`config.mk`:
```
export PLATFORM = sky130hd
export DESIGN_NAME = le3d_ctrl
export DESIGN_NICKNAME = d
export VERILOG_FILES = /design/src/design/le3d_pkg.sv /design/src/design/le3d_ctrl.sv
export SDC_FILE = /design/constraint.sdc
export NUM_CORES = 1
export LEC_CHECK = 0
export BUFFER_PORTS_ARGS = -buffer_cell sky130_fd_sc_hd__buf_4
export CORE_MARGIN = 10
export CORE_UTILIZATION = 56
export CTS_CLUSTER_SIZE = 10
export DETAILED_ROUTE_END_ITERATION = 8
export PLACE_DENSITY = 0.79
export RECOVER_POWER = 25
export SYNTH_ARGS = -nofsm -noshare
export SYNTH_HDL_FRONTEND = slang
export SYNTH_SLANG_ARGS = --single-unit
```
`constraint.sdc`:
```
create_clock -name clk -period 7.3 [get_ports clk]
set_clock_uncertainty 0.1 [all_clocks]
set_input_delay 0.73 -clock clk [delete_from_list [all_inputs] [get_ports clk]]
set_output_delay 0.73 -clock clk [all_outputs]
set_load 0.05 [all_outputs]
```
`src/design/le3d_pkg.sv`:
```
// Shared constants and types of the six-neighbour label erosion block.
package le3d_pkg;

    // Payload widths.
    localparam int LABEL_W = 16;

    // Configuration register widths and port widths.
    localparam int X_SIZE_W   = 13;
    localparam int Y_SIZE_W   = 7;
    localparam int Z_SIZE_W   = 7;
    localparam int CFG_IDX_W  = 2;
    localparam int CFG_DATA_W = 13;

    // Register indexes on the configuration port.
    localparam logic [CFG_IDX_W-1:0] CFG_X_SIZE = 2'd0;
    localparam logic [CFG_IDX_W-1:0] CFG_Y_SIZE = 2'd1;
    localparam logic [CFG_IDX_W-1:0] CFG_Z_SIZE = 2'd2;

    // Register reset values and the plane count limit.
    localparam logic [X_SIZE_W-1:0] X_SIZE_RESET = 13'd64;
    localparam logic [Y_SIZE_W-1:0] Y_SIZE_RESET = 7'd64;
    localparam logic [Z_SIZE_W-1:0] Z_SIZE_RESET = 7'd64;
    localparam int                  X_LIMIT      = 4096;

    // Default values of the top level parameters.
    localparam int DEF_MAX_ROWS   = 64;
    localparam int DEF_MAX_COLS   = 64;
    localparam int DEF_LABEL_BITS = 16;

    // Which face neighbours of a voxel lie inside the volume, and whether
    // the voxel is the final one of the volume.
    typedef struct packed {
        logic xm;
        logic xp;
        logic ym;
        logic yp;
        logic zm;
        logic zp;
        logic last;
    } le3d_nbr_t;

endpackage

```
`src/design/le3d_ctrl.sv`:
```
// Configuration registers, volume position counters and stencil addressing.
module le3d_ctrl import le3d_pkg::*; #(
    parameter int MAX_ROWS = DEF_MAX_ROWS,
    parameter int MAX_COLS = DEF_MAX_COLS,
    localparam int DEPTH   = 2 * MAX_ROWS * MAX_COLS + 1,
    localparam int AW      = $clog2(DEPTH)
) (
    input  logic                  clk,
    input  logic                  rst_n,
    input  logic                  cfg_we,
    input  logic [CFG_IDX_W-1:0]  cfg_index,
    input  logic [CFG_DATA_W-1:0] cfg_data,
    input  logic                  accept,
    input  logic                  flush,
    output logic                  wr_en,
    output logic [AW-1:0]         wr_addr,
    output logic                  emit,
    output le3d_nbr_t             nbr,
    output logic [AW-1:0]         addr_c,
    output logic [AW-1:0]         addr_zp,
    output logic [AW-1:0]         addr_yp,
    output logic [AW-1:0]         addr_ym,
    output logic [AW-1:0]         addr_xp,
    output logic [AW-1:0]         addr_xm
);

    localparam int AW1 = AW + 1;
    localparam int YW  = $clog2(MAX_ROWS + 1);
    localparam int ZW  = $clog2(MAX_COLS + 1);
    localparam int PW  = $clog2(MAX_ROWS * MAX_COLS + 1);
    localparam int XW  = X_SIZE_W;

    logic [X_SIZE_W-1:0] x_size_reg, x_size_next;
    logic [Y_SIZE_W-1:0] y_size_reg, y_size_next;
    logic [Z_SIZE_W-1:0] z_size_reg, z_size_next;

    logic [XW-1:0] in_x_reg, in_x_next;
    logic [YW-1:0] in_y_reg, in_y_next;
    logic [ZW-1:0] in_z_reg, in_z_next;
    logic [XW-1:0] out_x_reg, out_x_next;
    logic [YW-1:0] out_y_reg, out_y_next;
    logic [ZW-1:0] out_z_reg, out_z_next;
    logic          all_in_reg, all_in_next;
    logic [PW-1:0] diff_reg, diff_next;
    logic [AW-1:0] wr_addr_reg, wr_addr_next;
    logic [AW-1:0] rd_base_reg, rd_base_next;

    logic [XW-1:0] xs;
    logic [YW-1:0] ys;
    logic [ZW-1:0] zs;
    logic [PW-1:0] plane;
    logic          in_last;
    logic          out_last;
    logic          flush_emit;
    logic          done;

    function automatic logic [AW-1:0] ring_add(logic [AW-1:0] base, logic [PW-1:0] off);
        logic [AW1-1:0] s;
        s = AW1'(base) + AW1'(off);
        if (s >= AW1'(DEPTH))
        begin
            s = s - AW1'(DEPTH);
        end
        return s[AW-1:0];
    endfunction

    function automatic logic [AW-1:0] ring_sub(logic [AW-1:0] base, logic [PW-1:0] off);
        logic [AW1-1:0] s;
        if (AW1'(base) >= AW1'(off))
        begin
            s = AW1'(base) - AW1'(off);
        end
        else
        begin
            s = AW1'(base) + AW1'(DEPTH) - AW1'(off);
        end
        return s[AW-1:0];
    endfunction

    function automatic logic [AW-1:0] ring_inc(logic [AW-1:0] a);
        logic [AW-1:0] r;
        if (a == AW'(DEPTH - 1))
        begin
            r = '0;
        end
        else
        begin
            r = a + AW'(1);
        end
        return r;
    endfunction

    // Sizes held to their legal ranges; zero counts as one.
    always_comb
    begin
        if (x_size_reg == '0)
        begin
            xs = XW'(1);
        end
        else if (x_size_reg > XW'(X_LIMIT))
        begin
            xs = XW'(X_LIMIT);
        end
        else
        begin
            xs = x_size_reg;
        end

        if (y_size_reg == '0)
        begin
            ys = YW'(1);
        end
        else if (32'(y_size_reg) > MAX_ROWS)
        begin
            ys = YW'(MAX_ROWS);
        end
        else
        begin
            ys = YW'(y_size_reg);
        end

        if (z_size_reg == '0)
        begin
            zs = ZW'(1);
        end
        else if (32'(z_size_reg) > MAX_COLS)
        begin
            zs = ZW'(MAX_COLS);
        end
        else
        begin
            zs = ZW'(z_size_reg);
        end
    end

    assign plane = PW'(ys) * PW'(zs);

    assign in_last  = (in_x_reg == xs - XW'(1)) && (in_y_reg == ys - YW'(1))
                   && (in_z_reg == zs - ZW'(1));
    assign out_last = (out_x_reg == xs - XW'(1)) && (out_y_reg == ys - YW'(1))
                   && (out_z_reg == zs - ZW'(1));

    // A voxel is stored only while the volume still expects voxels. The
    // result one plane behind becomes ready once its far neighbour is in.
    assign wr_en      = accept && !flush && !all_in_reg;
    assign flush_emit = accept && flush && all_in_reg;
    assign emit       = (wr_en && (diff_reg >= plane)) || flush_emit;
    assign done       = emit && out_last;
    assign wr_addr    = wr_addr_reg;

    assign nbr.xm   = (out_x_reg != '0);
    assign nbr.xp   = (out_x_reg != xs - XW'(1));
    assign nbr.ym   = (out_y_reg != '0);
    assign nbr.yp   = (out_y_reg != ys - YW'(1));
    assign nbr.zm   = (out_z_reg != '0);
    assign nbr.zp   = (out_z_reg != zs - ZW'(1));
    assign nbr.last = out_last;

    assign addr_c  = rd_base_reg;
    assign addr_zp = ring_add(rd_base_reg, PW'(1));
    assign addr_yp = ring_add(rd_base_reg, PW'(zs));
    assign addr_ym = ring_sub(rd_base_reg, PW'(zs));
    assign addr_xp = ring_add(rd_base_reg, plane);
    assign addr_xm = ring_sub(rd_base_reg, plane);

    always_comb
    begin
        x_size_next  = x_size_reg;
        y_size_next  = y_size_reg;
        z_size_next  = z_size_reg;
        in_x_next    = in_x_reg;
        in_y_next    = in_y_reg;
        in_z_next    = in_z_reg;
        out_x_next   = out_x_reg;
        out_y_next   = out_y_reg;
        out_z_next   = out_z_reg;
        all_in_next  = all_in_reg;
        diff_next    = diff_reg;
        wr_addr_next = wr_addr_reg;
        rd_base_next = rd_base_reg;

        if (cfg_we || done)
        begin
            // Any register write, or the final result, starts a new volume.
            in_x_next    = '0;
            in_y_next    = '0;
            in_z_next    = '0;
            out_x_next   = '0;
            out_y_next   = '0;
            out_z_next   = '0;
            all_in_next  = 1'b0;
            diff_next    = '0;
            wr_addr_next = '0;
            rd_base_next = '0;
            if (cfg_we)
            begin
                case (cfg_index)
                    CFG_X_SIZE: x_size_next = cfg_data[X_SIZE_W-1:0];
                    CFG_Y_SIZE: y_size_next = cfg_data[Y_SIZE_W-1:0];
                    CFG_Z_SIZE: z_size_next = cfg_data[Z_SIZE_W-1:0];
                    default:    x_size_next = x_size_reg;
                endcase
            end
        end
        else
        begin
            if (wr_en)
            begin
                wr_addr_next = ring_inc(wr_addr_reg);
                if (in_last)
                begin
                    all_in_next = 1'b1;
                end
                if (in_z_reg == zs - ZW'(1))
                begin
                    in_z_next = '0;
                    if (in_y_reg == ys - YW'(1))
                    begin
                        in_y_next = '0;
                        in_x_next = in_x_reg + XW'(1);
                    end
                    else
                    begin
                        in_y_next = in_y_reg + YW'(1);
                    end
                end
                else
                begin
                    in_z_next = in_z_reg + ZW'(1);
                end
            end

            if (emit)
            begin
                rd_base_next = ring_inc(rd_base_reg);
                if (out_z_reg == zs - ZW'(1))
                begin
                    out_z_next = '0;
                    if (out_y_reg == ys - YW'(1))
                    begin
                        out_y_next = '0;
                        out_x_next = out_x_reg + XW'(1);
                    end
                    else
                    begin
                        out_y_next = out_y_reg + YW'(1);
                    end
                end
                else
                begin
                    out_z_next = out_z_reg + ZW'(1);
                end
            end

            if (flush_emit)
            begin
                diff_next = diff_reg - PW'(1);
            end
            else if (wr_en && !emit)
            begin
                diff_next = diff_reg + PW'(1);
            end
        end
    end

    always_ff @(posedge clk or negedge rst_n)
    begin
        if (!rst_n)
        begin
            x_size_reg  <= X_SIZE_RESET;
            y_size_reg  <= Y_SIZE_RESET;
            z_size_reg  <= Z_SIZE_RESET;
            in_x_reg    <= '0;
            in_y_reg    <= '0;
            in_z_reg    <= '0;
            out_x_reg   <= '0;
            out_y_reg   <= '0;
            out_z_reg   <= '0;
            all_in_reg  <= 1'b0;
            diff_reg    <= '0;
            wr_addr_reg <= '0;
            rd_base_reg <= '0;
        end
        else
        begin
            x_size_reg  <= x_size_next;
            y_size_reg  <= y_size_next;
            z_size_reg  <= z_size_next;
            in_x_reg    <= in_x_next;
            in_y_reg    <= in_y_next;
            in_z_reg    <= in_z_next;
            out_x_reg   <= out_x_next;
            out_y_reg   <= out_y_next;
            out_z_reg   <= out_z_next;
            all_in_reg  <= all_in_next;
            diff_reg    <= diff_next;
            wr_addr_reg <= wr_addr_next;
            rd_base_reg <= rd_base_next;
        end
    end

endmodule

```
==> results.py <==
metrics = {
    "worst_setup_path": {
        "start_kind": "register",
        "setup.worst_path.class": "register to output pin",
        "crit_arrival_ns": 7.28,
        "crit_fanout": 7,
        "reg2regPathDepth": 31,
        "endpoint_kind": "output pin",
        "critPathRequiredTime_ns": 6.47,
    },
    "timing": {
        "slew_viol_final": 126,
        "worst_pin_slew_ns": 3.26,
        "hold_viol_final": 0,
        "fin_setup_tns_ns": -16.18,
        "rsz0062_at_grt": "yes",
        "relSlewSlack": -1.18,
        "setup-violations-final": 29,
        "fin_crit_sh": 1.11,
        "fin_crit_ns": 8.11,
        "clock.fmax_mhz": 123,
        "setup_ws_ns": -0.808,
    },
    "detailed_routing": {
        "routed_wl_um": 49600,
        "drtIter0Drc": 1689,
        "via_per_inst": 6.37,
        "wl_per_cell_um": 20.4,
        "dr_total_vias": 15500,
        "dr.pass1.iters": 6,
        "ant_nets": 0,
        "drc": 0,
    },
    "clock_network": {
        "cts_buffers": 17,
        "clock_path_buffers": 2,
        "cts_root_buf": "clkbuf_16",
        "cts_hold_buf": 0,
        "clock_latency_ns": 0.43,
        "clk_pin_slew_ns": 0.06,
        "cts_tree": "yes",
        "cts_sinks": 123,
        "cts.htree.levels": 4,
    },
    "final_layout": {
        "layout.nets": 2265,
        "drive_above_1_share": 0.219,
        "antenna_cells": 0,
        "syn_to_final_growth_pct": 24.3,
        "finish.utilization": 0.706,
    },
    "global_route": {
        "first_global_vias": 15000,
        "grt_pass1_wl_um": 78500,
        "grt_max_degree": 71,
        "grt-ovfl-total": 0,
        "grt_usage": 0.283,
        "antenna_found_initial": 0,
    },
    "power": {
        "p_leak_nw": 8.25,
        "p_per_area_nw_per_um2": 311,
        "pwr-share-seq": 0.136,
        "p_int_w": 0.00278,
        "swShare": 0.512,
        "power_switching_w": 0.00292,
        "ir_drop_uv": 830,
        "combPwrFrac": 0.718,
        "p_clk_frac": 0.146,
    },
    "worst_hold_path": {
        "whs_path_depth": 3,
        "hold_path.class": "primary input to register",
    },
    "floorplan": {
        "fp.dieW_um": 182,
        "rows": 59,
        "start_util": 0.568,
        "ioPinCount": 127,
        "dieArea_um2": 33200,
        "fp.dieH_um": 182,
        "core_um2": 26000,
    },
    "logic_synthesis": {
        "avgSynthCellArea_um2": 7.89,
        "ys_seq_area_frac": 0.209,
        "ys.flop_type": "dfrtp_1",
        "yosysWarnings": 0,
        "async_flop_share": 1.00,
        "synth_nets": 2045,
        "synth_cells": 1869,
        "yosysUniqueCellTypes": 85,
        "synth_area_um2": 14800,
        "synth_edf_count": 0,
        "synth_seq_cells": 123,
    },
    "place": {
        "port_buffers": 126,
        "place_hpwl_um": 37000,
        "place_ws_ns": -0.436,
        "gp_congestion": 0.987,
    },
    "status": {
        "violations": "capacitance limit, slew limit, setup timing",
        "run_status": "finished with violations",
    },
    "flow_run": {
        "drv_cap": 2,
    },
}
==> critical path, cell delays in order, from the launching register on <==
cell and delay, ns:
dfrtp_1 0.40, nor4_4 0.31, a21oi_2 0.10, or3_1 0.37, fa_1 0.45, fa_1 0.49, inv_1 0.05, fa_1 0.50
inv_2 0.05, fa_1 0.52, inv_2 0.05, ha_4 0.17, or4_4 0.43, o211ai_1 0.29, xnor2_1 0.20, ha_1 0.28
a21o_1 0.18, a21o_1 0.20, a21oi_2 0.19, nand2_1 0.11, xor2_1 0.19, or4_4 0.61, o21ai_4 0.25, mux2i_4 0.27
buf_6 0.18
==> cell usage in the layout (no fill, tap or decap), types with 9 or more instances in the layout <==
cell type    n
buf_4      236
fa_1        30
o21ai_0     94
nand3_1     66
inv_1      113
nor4_1      23
nand4_1     27
clkbuf_16   17
nand2_1    124
a31oi_1     25
a21o_1      15
nor3b_1     18
a21oi_1     91
or4_1       15
buf_6       30
a211oi_1    13
and2_1       9
dfrtp_1    120
nor3_1      49
xnor2_1    127
nand2b_1    16
nor2b_1     36
nor2_1     204
o211ai_1    17
or3_1       26
nand3b_1    18
xor2_1      46
mux2i_1     26
ha_1       122
clkbuf_1    14
mux2_2      27
and3_1      30
o21a_1      10
==> metal layers <==
| metal | up-vias | global-route usage | part of all wire |
|---|---|---|---|
| li1 | 7154 | - | - |
| met1 | 7464 | 0.377 | 0.42 |
| met2 | 779 | 0.455 | 0.46 |
| met3 | 131 | 0.0483 | 0.085 |
| met4 | 0 | 0.0989 | 0.031 |
| met5 | - | 0 | 0 |
==> power by group through the flow <==
stage | Sequential, W | Combinational, W | Clock, W
2_1_floorplan | 0.000768 | 0.00253 | 0
5_1_grt | 0.000785 | 0.00434 | 0.000864
4_1_cts | 0.000776 | 0.00392 | 0.000840
6_report | 0.000778 | 0.00409 | 0.000832
3_5_place_dp | 0.000788 | 0.00365 | 0
3_3_place_gp | 0.000786 | 0.00359 | 0
==> cell type report <==
type	instances	area (um2)
inverters	121	457
clock buffers	19	453
clock inverters	13	118
fillers	2028	7650
flip-flops and latches	123	3080
well taps	335	419
multi-input cells	1537	11500
repair buffers	289	2300
==> Yosys cell counts, types with 36 or more instances <==
| cell | n | area, um2 |
|---|---|---|
| xor2_1 | 47 | 412 |
| dfrtp_1 | 120 | 3000 |
| nor2b_1 | 36 | 225 |
| clkbuf_1 | 70 | 263 |
| nand3_1 | 69 | 345 |
| a21oi_1 | 101 | 505 |
| inv_1 | 118 | 443 |
| ha_1 | 126 | 1580 |
| nand2_1 | 126 | 473 |
| o21ai_0 | 105 | 526 |
| nor3_1 | 56 | 280 |
| xnor2_1 | 136 | 1190 |
| nor2_1 | 207 | 777 |
==> final timing paths <==
check,slack [ns],to,start
max reg2reg,0.30,out_y_reg[5]$_DFFE_PN0P_,y_size_reg[5]$_DFFE_PN0P_
max,-0.81,addr_xp[1],y_size_reg[5]$_DFFE_PN0P_
min in group asynchronous,1.31,diff_reg[1]$_DFFE_PN0P_,rst_n
min reg2reg,0.48,in_x_reg[12]$_DFFE_PN0P_,in_x_reg[12]$_DFFE_PN0P_
max in group asynchronous,2.67,z_size_reg[1]$_DFFE_PN0P_,rst_n
min,0.39,x_size_reg[12]$_DFFE_PN0P_,cfg_data[12]
==> metrics by stage <==
step                power [W]  hold WS, ns  cells  area, um2
floorplan             0.00330        0.334   1869      15100
global placement      0.00438        0.459   2378      17100
detailed placement    0.00444        0.461   2378      17100
CTS                   0.00554        0.310   2428      18100
global route          0.00599        0.415   2437      18300
finish                0.00570        0.395   2437      18300
==> logic make-up (layout without fill, tap and decap cells) <==
logic type / count (synthesis) / in the layout / synth area share
AO/OA/AOI/OAI: 419 / 419 / 0.187
adder cells (fa/ha/maj): 158 / 158 / 0.149
flip-flops: 123 / 123 / 0.209
buffers and inverters: 209 / 442 / 0.0568
XOR/XNOR: 183 / 183 / 0.109
AND/OR/NAND/NOR: 721 / 721 / 0.250
multiplexers: 56 / 56 / 0.0403
==> repair_timing <==
action / CTS / global route
cloned: 3 / 2
pin swaps: 28 / 25
endpoints found under the setup margin: 30 / 82
setup buffers: 15 / 9
resized for setup: 83 / 41
(Power assumes the default switching activity.)
